==> src/design/sfvv_pkg.sv <==
// sfvv_pkg: shared types, codes and tables for the sql field value validator
// no dependencies; imported by every module of the block
package sfvv_pkg;

    // default ceiling of the character counter
    localparam int unsigned MAX_LENGTH_DEF = 65535;

    // declared value types
    localparam logic [2:0] TYPE_INT      = 3'd0;
    localparam logic [2:0] TYPE_DOUBLE   = 3'd1;
    localparam logic [2:0] TYPE_DATETIME = 3'd2;
    localparam logic [2:0] TYPE_VARCHAR  = 3'd3;
    localparam logic [2:0] TYPE_TEXT     = 3'd4;
    localparam logic [2:0] TYPE_IDENT    = 3'd5;

    // verdict codes
    localparam logic [2:0] ERR_OK       = 3'd0;
    localparam logic [2:0] ERR_INT      = 3'd1;
    localparam logic [2:0] ERR_DOUBLE   = 3'd2;
    localparam logic [2:0] ERR_DATETIME = 3'd3;
    localparam logic [2:0] ERR_LENGTH   = 3'd4;
    localparam logic [2:0] ERR_IDENT    = 3'd5;

    // datetime layout YYYY-MM-DD HH:MM:SS
    localparam int unsigned DT_LEN      = 19;
    localparam logic [4:0]  DT_YEAR_END = 5'd3;
    localparam logic [4:0]  DT_MON_END  = 5'd6;
    localparam logic [4:0]  DT_DAY_END  = 5'd9;
    localparam logic [4:0]  DT_HOUR_END = 5'd12;
    localparam logic [4:0]  DT_MIN_END  = 5'd15;
    localparam logic [4:0]  DT_SEC_END  = 5'd18;
    localparam logic [4:0]  DT_DASH_A   = 5'd4;
    localparam logic [4:0]  DT_DASH_B   = 5'd7;
    localparam logic [4:0]  DT_SPACE    = 5'd10;
    localparam logic [4:0]  DT_COLON_A  = 5'd13;
    localparam logic [4:0]  DT_COLON_B  = 5'd16;

    localparam logic [7:0] CH_DASH  = 8'h2D;
    localparam logic [7:0] CH_SPACE = 8'h20;
    localparam logic [7:0] CH_COLON = 8'h3A;
    localparam logic [7:0] CH_PLUS  = 8'h2B;
    localparam logic [7:0] CH_DOT   = 8'h2E;
    localparam logic [7:0] CH_ZERO  = 8'h30;
    localparam logic [7:0] CH_NINE  = 8'h39;
    localparam logic [7:0] CH_UA    = 8'h41;
    localparam logic [7:0] CH_UZ    = 8'h5A;
    localparam logic [7:0] CH_LA    = 8'h61;
    localparam logic [7:0] CH_LZ    = 8'h7A;
    localparam logic [7:0] CH_UNDER = 8'h5F;

    // recogniser states for numbers and identifiers
    typedef enum logic [2:0] {
        ST_START     = 3'd0,
        ST_SIGN      = 3'd1,
        ST_INT       = 3'd2,
        ST_DOT_AFTER = 3'd3,
        ST_DOT_ONLY  = 3'd4,
        ST_FRAC      = 3'd5,
        ST_IDENT     = 3'd6
    } t_syn_state;

    // one input beat
    typedef struct packed {
        logic [7:0]  ch;
        logic [2:0]  value_type;
        logic [15:0] length_limit;
        logic        is_last;
        logic        empty_value;
    } t_beat;

    // one verdict
    typedef struct packed {
        logic       valid_res;
        logic [2:0] error_code;
    } t_result;

    // days in month, month 1..12
    function automatic logic [4:0] month_days(input logic [3:0] month);
        logic [4:0] d;
        unique case (month)
            4'd2:                      d = 5'd28;
            4'd4, 4'd6, 4'd9, 4'd11:   d = 5'd30;
            default:                   d = 5'd31;
        endcase
        return d;
    endfunction

    // separator expected at a non-digit datetime position
    function automatic logic [7:0] dt_sep(input logic [4:0] pos);
        logic [7:0] s;
        unique case (pos)
            DT_DASH_A, DT_DASH_B:   s = CH_DASH;
            DT_SPACE:               s = CH_SPACE;
            default:                s = CH_COLON;
        endcase
        return s;
    endfunction

    function automatic logic dt_is_sep(input logic [4:0] pos);
        return (pos == DT_DASH_A) || (pos == DT_DASH_B) || (pos == DT_SPACE) ||
               (pos == DT_COLON_A) || (pos == DT_COLON_B);
    endfunction

endpackage

==> src/design/sfvv_in_stage.sv <==
// sfvv_in_stage: input register for the character stream
// depends on sfvv_pkg for the beat struct
module sfvv_in_stage
    import sfvv_pkg::*;
(
    input  logic        i_clk,
    input  logic        i_rst_n,
    input  logic        i_s_axis_tvalid,
    output logic        o_s_axis_tready,
    input  logic [23:0] i_s_axis_tdata,  // ch [7:0], length_limit [23:8]
    input  logic        i_s_axis_tlast,
    input  logic [3:0]  i_s_axis_tuser,  // value_type [2:0], empty_value [3]
    input  logic        i_advance,
    output logic        o_valid,
    output t_beat       o_beat
);

    logic  r_valid;
    t_beat r_beat;

    assign o_s_axis_tready = !r_valid || i_advance;
    assign o_valid         = r_valid;
    assign o_beat          = r_beat;

    always_ff @(posedge i_clk) begin
        if (!i_rst_n) begin
            r_valid <= 1'b0;
        end else if (o_s_axis_tready) begin
            r_valid <= i_s_axis_tvalid;
        end
    end

    always_ff @(posedge i_clk) begin
        if (o_s_axis_tready && i_s_axis_tvalid) begin
            r_beat.ch           <= i_s_axis_tdata[7:0];
            r_beat.length_limit <= i_s_axis_tdata[23:8];
            r_beat.value_type   <= i_s_axis_tuser[2:0];
            r_beat.empty_value  <= i_s_axis_tuser[3];
            r_beat.is_last      <= i_s_axis_tlast;
        end
    end

endmodule

==> src/design/sfvv_year_leap.sv <==
// sfvv_year_leap: two-stage gregorian leap-year flag from the saved year
// depends on sfvv_pkg (no items used beyond the common import)
module sfvv_year_leap
    import sfvv_pkg::*;
(
    input  logic        i_clk,
    input  logic [13:0] i_year,
    output logic        o_leap
);

    // floor(y / 100) by reciprocal, exact for any 14-bit year
    localparam logic [12:0] RECIP_100 = 13'd5243;
    localparam int unsigned RECIP_SHIFT = 19;

    logic [26:0] prod;
    logic [13:0] hundreds_x100;
    logic [7:0]  r_q;
    logic [13:0] r_year;
    logic        r_leap;
    logic        rem_zero;

    assign prod          = {13'd0, i_year} * {14'd0, RECIP_100};
    assign hundreds_x100 = 14'({6'd0, r_q} * 14'd100);
    assign rem_zero      = (r_year == hundreds_x100);
    assign o_leap        = r_leap;

    always_ff @(posedge i_clk) begin
        r_q    <= prod[RECIP_SHIFT +: 8];
        r_year <= i_year;
        // divisible by 400, or by 4 and not by 100
        r_leap <= rem_zero ? (r_q[1:0] == 2'b00) : (r_year[1:0] == 2'b00);
    end

endmodule

==> src/design/sfvv_check.sv <==
// sfvv_check: per-value state and character checking, verdict at value end
// depends on sfvv_pkg for types, codes and datetime tables
module sfvv_check
    import sfvv_pkg::*;
#(
    parameter int unsigned MAX_LENGTH = MAX_LENGTH_DEF
) (
    input  logic        i_clk,
    input  logic        i_rst_n,
    input  logic        i_fire,
    input  t_beat       i_beat,
    input  logic        i_leap,
    output logic [13:0] o_year,
    output logic        o_done,
    output t_result     o_result
);

    localparam int unsigned CW = $clog2(MAX_LENGTH + 1);
    localparam logic [CW-1:0] CountMax = CW'(MAX_LENGTH);
    localparam logic [15:0]   LimitMax = 16'(MAX_LENGTH);
    localparam logic [CW-1:0] DtLen    = CW'(DT_LEN);

    typedef struct packed {
        logic       reject;
        t_syn_state next;
    } t_num_step;

    function automatic logic is_digit(input logic [7:0] c);
        return (c >= CH_ZERO) && (c <= CH_NINE);
    endfunction

    function automatic logic is_alpha(input logic [7:0] c);
        return ((c >= CH_UA) && (c <= CH_UZ)) || ((c >= CH_LA) && (c <= CH_LZ)) ||
               (c == CH_UNDER);
    endfunction

    function automatic t_num_step num_step(input t_syn_state s, input logic [7:0] c,
                                           input logic allow_dot);
        t_num_step r;
        logic      sign;
        logic      dig;
        logic      dot;
        sign     = (c == CH_DASH) || (c == CH_PLUS);
        dig      = is_digit(c);
        dot      = allow_dot && (c == CH_DOT);
        r.reject = 1'b0;
        r.next   = s;
        unique case (s)
            ST_START: begin
                if (sign)      r.next = ST_SIGN;
                else if (dig)  r.next = ST_INT;
                else if (dot)  r.next = ST_DOT_ONLY;
                else           r.reject = 1'b1;
            end
            ST_SIGN: begin
                if (dig)       r.next = ST_INT;
                else if (dot)  r.next = ST_DOT_ONLY;
                else           r.reject = 1'b1;
            end
            ST_INT: begin
                if (dig)       r.next = ST_INT;
                else if (dot)  r.next = ST_DOT_AFTER;
                else           r.reject = 1'b1;
            end
            ST_DOT_AFTER: begin
                if (dig && allow_dot) r.next = ST_DOT_AFTER;
                else                  r.reject = 1'b1;
            end
            ST_DOT_ONLY, ST_FRAC: begin
                if (dig && allow_dot) r.next = ST_FRAC;
                else                  r.reject = 1'b1;
            end
            default: begin
                r.reject = 1'b1;
            end
        endcase
        return r;
    endfunction

    logic [CW-1:0] r_count,  n_count;
    t_syn_state    r_state,  n_state;
    logic          r_failed, n_failed;
    logic [13:0]   r_acc,    n_acc;
    logic [13:0]   r_year,   n_year;
    logic [6:0]    r_month,  n_month;

    logic [15:0]   limit_eff;
    logic [17:0]   acc_wide;
    logic [13:0]   acc_new;
    logic [4:0]    dt_pos;
    logic [4:0]    day_lim;
    t_num_step     nstep;
    logic          done;
    t_result       result;

    assign limit_eff = (i_beat.length_limit > LimitMax) ? LimitMax : i_beat.length_limit;
    assign dt_pos    = r_count[4:0];
    assign acc_wide  = ({4'd0, r_acc} << 3) + ({4'd0, r_acc} << 1) +
                       {10'd0, i_beat.ch - CH_ZERO};
    assign acc_new   = acc_wide[13:0];
    assign nstep     = num_step(r_state, i_beat.ch, i_beat.value_type == TYPE_DOUBLE);
    assign done      = i_fire && (i_beat.is_last || i_beat.empty_value);

    // day ceiling for the saved month; zero when the month is out of range
    always_comb begin
        day_lim = 5'd0;
        if ((r_month >= 7'd1) && (r_month <= 7'd12)) begin
            day_lim = month_days(r_month[3:0]);
            if ((r_month == 7'd2) && i_leap) day_lim = 5'd29;
        end
    end

    // character step
    always_comb begin
        n_count  = r_count;
        n_state  = r_state;
        n_failed = r_failed;
        n_acc    = r_acc;
        n_year   = r_year;
        n_month  = r_month;
        if (!i_beat.empty_value) begin
            unique case (i_beat.value_type)
                TYPE_INT, TYPE_DOUBLE: begin
                    if (nstep.reject) n_failed = 1'b1;
                    else              n_state  = nstep.next;
                end
                TYPE_DATETIME: begin
                    if (r_count >= DtLen) begin
                        n_failed = 1'b1;
                    end else if (dt_is_sep(dt_pos)) begin
                        if (i_beat.ch != dt_sep(dt_pos)) n_failed = 1'b1;
                    end else if (!is_digit(i_beat.ch)) begin
                        n_failed = 1'b1;
                    end else begin
                        n_acc = acc_new;
                        unique case (dt_pos)
                            DT_YEAR_END: begin
                                n_year = acc_new;
                                n_acc  = '0;
                            end
                            DT_MON_END: begin
                                n_month = acc_new[6:0];
                                if ((acc_new < 14'd1) || (acc_new > 14'd12)) n_failed = 1'b1;
                                n_acc = '0;
                            end
                            DT_DAY_END: begin
                                if ((acc_new < 14'd1) || (acc_new > {9'd0, day_lim}))
                                    n_failed = 1'b1;
                                n_acc = '0;
                            end
                            DT_HOUR_END: begin
                                if (acc_new > 14'd23) n_failed = 1'b1;
                                n_acc = '0;
                            end
                            DT_MIN_END, DT_SEC_END: begin
                                if (acc_new > 14'd59) n_failed = 1'b1;
                                n_acc = '0;
                            end
                            default: begin
                            end
                        endcase
                    end
                end
                TYPE_VARCHAR: begin
                    if (16'(r_count) >= limit_eff) n_failed = 1'b1;
                end
                TYPE_IDENT: begin
                    unique case (r_state)
                        ST_START: begin
                            if (is_alpha(i_beat.ch)) n_state  = ST_IDENT;
                            else                     n_failed = 1'b1;
                        end
                        ST_IDENT: begin
                            if (!(is_alpha(i_beat.ch) || is_digit(i_beat.ch))) n_failed = 1'b1;
                        end
                        default: begin
                            n_failed = 1'b1;
                        end
                    endcase
                end
                default: begin
                end
            endcase
            if (r_count != CountMax) n_count = r_count + 1'b1;
        end
    end

    // verdict on the state after this character
    always_comb begin
        result.error_code = ERR_OK;
        unique case (i_beat.value_type)
            TYPE_INT: begin
                if (n_failed || (n_state != ST_INT)) result.error_code = ERR_INT;
            end
            TYPE_DOUBLE: begin
                if (n_failed || !((n_state == ST_INT) || (n_state == ST_DOT_AFTER) ||
                                  (n_state == ST_FRAC)))
                    result.error_code = ERR_DOUBLE;
            end
            TYPE_DATETIME: begin
                if (n_failed || (n_count != DtLen)) result.error_code = ERR_DATETIME;
            end
            TYPE_VARCHAR: begin
                if (n_failed) result.error_code = ERR_LENGTH;
            end
            TYPE_IDENT: begin
                if (n_failed || (n_state != ST_IDENT)) result.error_code = ERR_IDENT;
            end
            default: begin
            end
        endcase
        result.valid_res = (result.error_code == ERR_OK);
    end

    always_ff @(posedge i_clk) begin
        if (!i_rst_n || done) begin
            r_count  <= '0;
            r_state  <= ST_START;
            r_failed <= 1'b0;
            r_acc    <= '0;
            r_year   <= '0;
            r_month  <= '0;
        end else if (i_fire) begin
            r_count  <= n_count;
            r_state  <= n_state;
            r_failed <= n_failed;
            r_acc    <= n_acc;
            r_year   <= n_year;
            r_month  <= n_month;
        end
    end

    assign o_year   = r_year;
    assign o_done   = done;
    assign o_result = result;

endmodule

==> src/design/sfvv_out_stage.sv <==
// sfvv_out_stage: result register on the verdict stream
// depends on sfvv_pkg for the result struct
module sfvv_out_stage
    import sfvv_pkg::*;
(
    input  logic       i_clk,
    input  logic       i_rst_n,
    input  logic       i_load,
    input  t_result    i_result,
    output logic       o_free,
    output logic       o_m_axis_tvalid,
    input  logic       i_m_axis_tready,
    output logic [7:0] o_m_axis_tdata   // valid_res [0], error_code [3:1], zeros [7:4]
);

    logic    r_valid;
    t_result r_result;

    assign o_free          = !r_valid || i_m_axis_tready;
    assign o_m_axis_tvalid = r_valid;
    assign o_m_axis_tdata  = {4'd0, r_result.error_code, r_result.valid_res};

    always_ff @(posedge i_clk) begin
        if (!i_rst_n) begin
            r_valid <= 1'b0;
        end else if (o_free) begin
            r_valid <= i_load;
        end
    end

    always_ff @(posedge i_clk) begin
        if (o_free && i_load) begin
            r_result <= i_result;
        end
    end

endmodule

==> src/design/sql_field_value_validator_unit.sv <==
// sql_field_value_validator_unit: top level of the field value validator
// depends on sfvv_pkg, sfvv_in_stage, sfvv_year_leap, sfvv_check, sfvv_out_stage

// The block checks a field value, one character per beat, against the type
// carried with each beat: signed integer, decimal double, datetime in the
// exact form YYYY-MM-DD HH:MM:SS (month, day with gregorian leap years, hour,
// minute and second range checked), VARCHAR limited to length_limit
// characters (capped at MAX_LENGTH), unchecked text, or SQL identifier.
// Type codes 6 and 7 behave as unchecked text. A beat with tlast set, or with
// the empty flag set (its character is then ignored), ends the value and
// yields one verdict beat: valid_res and an error code, 0 meaning ok. The
// state then clears for the next value. Each beat is held in the input
// register until the output register can take the outcome; the checking
// logic then updates the per-value state and, on a value's last beat,
// loads the verdict into the output register at that same clock edge. A new
// beat is accepted every cycle while the verdict side keeps draining. The
// leap-year flag is computed in a two-stage side pipeline from the saved
// year, well ahead of its use at the day field.
module sql_field_value_validator_unit
    import sfvv_pkg::*;
#(
    parameter int unsigned MAX_LENGTH = MAX_LENGTH_DEF
) (
    input  logic        i_clk,
    input  logic        i_rst_n,
    input  logic        i_s_axis_tvalid,
    output logic        o_s_axis_tready,
    input  logic [23:0] i_s_axis_tdata,   // ch [7:0], length_limit [23:8]
    input  logic        i_s_axis_tlast,   // is_last
    input  logic [3:0]  i_s_axis_tuser,   // value_type [2:0], empty_value [3]
    output logic        o_m_axis_tvalid,
    input  logic        i_m_axis_tready,
    output logic [7:0]  o_m_axis_tdata    // valid_res [0], error_code [3:1], zeros [7:4]
);

    logic        advance;   // output register can take this cycle's outcome
    logic        beat_valid;
    t_beat       beat;
    logic        fire;      // registered beat is processed this cycle
    logic [13:0] year;
    logic        leap;
    logic        done;
    t_result     result;

    assign fire = beat_valid && advance;

    // input register
    sfvv_in_stage u_in (
        .i_clk           (i_clk),
        .i_rst_n         (i_rst_n),
        .i_s_axis_tvalid (i_s_axis_tvalid),
        .o_s_axis_tready (o_s_axis_tready),
        .i_s_axis_tdata  (i_s_axis_tdata),
        .i_s_axis_tlast  (i_s_axis_tlast),
        .i_s_axis_tuser  (i_s_axis_tuser),
        .i_advance       (advance),
        .o_valid         (beat_valid),
        .o_beat          (beat)
    );

    // leap flag from the saved year, refreshed every cycle
    sfvv_year_leap u_leap (
        .i_clk  (i_clk),
        .i_year (year),
        .o_leap (leap)
    );

    // per-value state and verdict
    sfvv_check #(
        .MAX_LENGTH (MAX_LENGTH)
    ) u_check (
        .i_clk    (i_clk),
        .i_rst_n  (i_rst_n),
        .i_fire   (fire),
        .i_beat   (beat),
        .i_leap   (leap),
        .o_year   (year),
        .o_done   (done),
        .o_result (result)
    );

    // verdict register
    sfvv_out_stage u_out (
        .i_clk           (i_clk),
        .i_rst_n         (i_rst_n),
        .i_load          (done),
        .i_result        (result),
        .o_free          (advance),
        .o_m_axis_tvalid (o_m_axis_tvalid),
        .i_m_axis_tready (i_m_axis_tready),
        .o_m_axis_tdata  (o_m_axis_tdata)
    );

endmodule
==> config.mk <==
export PLATFORM = sky130hd
export DESIGN_NAME = sql_field_value_validator_unit
export DESIGN_NICKNAME = d
export VERILOG_FILES = /design/src/design/sfvv_pkg.sv /design/src/design/sfvv_in_stage.sv /design/src/design/sfvv_year_leap.sv /design/src/design/sfvv_check.sv /design/src/design/sfvv_out_stage.sv /design/src/design/sql_field_value_validator_unit.sv
export SDC_FILE = /design/constraint.sdc
export NUM_CORES = 1
export LEC_CHECK = 0
export BUFFER_PORTS_ARGS = -buffer_cell sky130_fd_sc_hd__clkbuf_2
export CORE_AREA = 10 10 148 150
export DETAILED_ROUTE_END_ITERATION = 6
export DIE_AREA = 0 0 158 160
export HOLD_SLACK_MARGIN = 0.03
export PLACE_DENSITY_LB_ADDON = 0.25
export SLEW_MARGIN = 10
export SYNTH_ARGS = -nofsm -noshare
export SYNTH_HDL_FRONTEND = slang
export SYNTH_HIERARCHICAL = 1
export SYNTH_SLANG_ARGS = --single-unit
==> constraint.sdc <==
create_clock -name i_clk -period 4.38 [get_ports i_clk]
set_input_delay 0.657 -clock i_clk [delete_from_list [all_inputs] [get_ports i_clk]]
set_output_delay 0.657 -clock i_clk [all_outputs]
set_load 0.005 [all_outputs]
==> key figures <==
Outcome
  – Outcome: completed

Detailed routing
  – Routed Antenna Nets: 0
  – Vias post-DR: 8471
  – Final wirelength: 25240 um
  – Remaining DRCs: 0
  – DR WL/cell: 17.16 um
  – Avg Vias per Cell: 5.759
  – DRT iter0 DRCs: 531
  – Pre-Repair DR Iteration Count: 5

Setup path
  – Reg2reg setup slack: 0.07 ns
  – WS Path Type: flop to flop
  – WP data arrival: 4.57 ns
  – R2R depth: 16
  – Nature of the critical path startpoint: flop
  – Cell repeated most along the worst path: fa_1
  – Worst path top cell family by delay: adder cells
  – Critical path buffer and inverter count: 4
  – Req. time, crit path: 4.64 ns
  – Crit-path slowest cell: fa_2
  – Crit-path max cell delay: 0.54 ns
  – Cells along the critical path: buf_4, ha_4, fa_2, fa_1, fa_1, inv_1, fa_1, inv_1, ha_4, nand3_4, a2111oi_2, o31ai_1, a22oi_2, buf_6, o22ai_2, xnor2_1
  – Max FO, Critical Path: 5
  – CP endpoint kind: flop
  – Worst r2r src: u_check/o_year[9]
  – Reg2reg end: u_leap/r_q[7]

Layout
  – FF/Latch Area: 0.002603 mm^2
  – Area of the multi-input gates: 0.007654 mm^2
  – Layout Nets: 1504
  – # fillers: 1547
  – Antenna fix cells: 0
  – Final core occ: 63.87%
  – Design area: 0.01219 mm^2
  – Layout cells sized above 1: 16.55%
  – Area Overhead vs Synth: 13.23%

Floorplan
  – CORE AREA: 0.01908 mm^2
  – Die Wd: 158 um
  – IO Count: 43
  – Total die area: 0.02528 mm^2
  – Die Height: 160 um
  – Core Rows: 51
  – Initial Util: 56.41%

Placement
  – Routability cong.: 0.9358
  – Post-DP Area: 0.01154 mm^2
  – Hpwl dp: 19880 um
  – PortBufs: 38

Synth
  – Post-synthesis cell area: 0.01076 mm^2
  – Area leader, netlist: ha_1
  – Share of the synthesized area in the top cell type: 19.88%
  – Synth warnings: 6
  – Main flop type after synthesis: dfxtp_1
  – Distinct cells, synth: 83
  – Async set-reset flop share out of synthesis: 0%
  – Post-synth EDFFs: 33
  – Largest family of logic cells by synthesized area: adder cells
  – Sequential fraction of the synthesis area: 23.90%
  – Synth area leaders: ha_1 (20%), dfxtp_1 (15%), fa_1 (13%), edfxtp_1 (9.2%), inv_1 (6.0%)
  – Mux share of post-synthesis cell area: 2.046%
  – Post-Synth Adder-Cell Area: 33.27%
  – #FFs+latches synth: 112
  – Gate count of the mapped netlist: 1151
  – Compound-Gate Fraction of Synth Area: 13.80%
  – Synthesized-area fraction occupied by and/or/nand/nor cells: 14.79%
  – Syn Area/Cell: 9.351 um^2
  – Post-synthesis xor/xnor area fraction: 4.394%

Pwr
  – PnR Total Power: 2.105 mW
  – Pleak: 6.059 nW
  – Power per cell area: 172.7 mW/mm^2
  – Worst VDD drop: 0.2058 mV

Global routing
  – GRT Total Usage: 19.70%
  – Grt met1 use: 25.10%
  – Busiest grt layer: met2
  – Grt ovf: 0
  – Global Route met2 Usage: 33.15%
  – Initial antenna violation count: 0
  – Vias in the first global route: 8346
  – GR Util met3: 3.922%
  – Pin count of the biggest net entering global routing: 55
  – Wire length of the first global-routing pass: 40830 um

CTS
  – Worst skew pair latency: 0.37 ns
  – Clock Sinks: 112
  – TritonCTS buffer count: 9
  – H-tree depth: 3
  – Clk buf depth: 2
  – Hold Buf Count CTS: 0
  – Root buf cell: clkbuf_16
  – CTS clk-pin slew, worst paths: 0.08 ns
  – CTS tree: done

Worst hold path
  – Origin of the worst min-delay path: u_check/o_year[13]
  – Hold Path Class: flop to flop
  – Hold Path Sink: u_leap/r_year[13]
  – Hold Path Depth: 0

Timing
  – Max Clock Freq: 0.2318 GHz
  – Final setup vio count: 0
  – Slew Viols, Final: 0
  – Slew @ Worst Pin: 1.066 ns
  – Hold Fails Final Rpt: 0
  – Slew HR: 28.71%
  – Final hold slack: 0.4144 ns
  – Layout Skew: 0.01432 ns
  – Fin crit share: 98.50%
  – Final Critical Period: 4.314 ns

Run
  – Max_cap viols: 0
[cells in the mapped netlist (all sizes together), types with 16 or more instances]
master and n:
ha 171, inv 174, dfxtp 79, xor2 17
nor3 26, edfxtp 33, o21ai 25, clkbuf 27
nor2 103, xnor2 37, nand3 29, nand4 16
fa 72, nand2 32, mux2i 22, a21oi 46
[per-layer routing]
layer	wire length, um	vias up
li1	-	4171
met1	10930	4019
met5	0	-
met2	12600	239
met4	524	0
met3	1193	42
[worst max path at each step]
| stage | cells past startpoint | startpoint | endpoint |
|---|---|---|---|
| global route | 17 | u_check/o_year[7] | u_leap/r_q[3] |
| floorplan | 14 | u_check/o_year[8] | u_leap/r_q[7] |
| finish | 16 | u_check/o_year[9] | u_leap/r_q[7] |
| detailed placement | 15 | u_check/o_year[8] | u_leap/r_q[7] |
| global placement | 16 | u_check/o_year[10] | u_leap/r_q[7] |
| CTS | 16 | u_check/o_year[4] | u_leap/r_q[0] |
[cell families after synthesis]
logic type      Yosys count
xor+xnor                 54
other cells               1
compound gates          203
fa+ha+maj               243
flops                   112
simple gates            302
mux                      22
buf+inv                 214
[area by class of cell]
class,instances,share of cell area [%]
multi-input cells,828,62.80
clock buffers,10,1.879
clock inverters,6,0.4312
flip-flops and latches,112,21.36
well taps,238,2.444
inverters,174,5.359
repair buffers,103,5.729
[sequential cells by signal, summed over array words and instances (netlist names)]
name                   count
u_leap/r_year             14
u_check/r_failed           1
u_check/r_acc             13
u_check/r_state            3
u_check/r_count           16
u_leap/o_leap              1
u_in/o_valid               1
u_check/o_year            14
u_out/o_m_axis_tvalid      1
u_in/o_beat               29
u_out/o_m_axis_tdata       4
u_leap/r_q                 8
u_check/r_month            7
[stage by stage]
step | std cells | worst slack [ns] | TNS [ns]
finish | 1471 | 0.06574 | 0
global route | 1471 | -0.1282 | -0.6230
CTS | 1466 | 0.002556 | 0
detailed placement | 1449 | -0.04413 | -0.06219
global placement | 1449 | 0.04343 | 0
floorplan | 1154 | 0.003014 | 0
[power breakdown]
group          internal [mW]  total (mW)  switching, mW  leakage [nW]
logic                 0.0811       0.189          0.108          4.95
registers               1.09        1.11         0.0237         0.967
clock network          0.396       0.807          0.410         0.138
total                   1.56        2.10          0.542          6.06
[layout by cell type, fill, tap and decap left out, types with 13 or more instances in the layout]
cell / instances
inv_1: 167
ha_1: 155
nor2_1: 102
fa_1: 70
dfxtp_1: 67
buf_4: 62
a21oi_1: 42
clkbuf_2: 38
xnor2_1: 36
edfxtp_1: 33
nand2_1: 31
nand3_1: 27
nor3_1: 24
mux2i_1: 22
o21ai_0: 18
xor2_1: 17
nand4_1: 16
a22oi_1: 14
ha_4: 14
nor4_1: 13
[repair_timing]
action                     CTS  global route
setup endpoints to repair    5            11
gates resized for setup      4            61
pin swaps                    4            30
buffers inserted             1             5
Note: power is estimated with default switching activity, not from simulation.
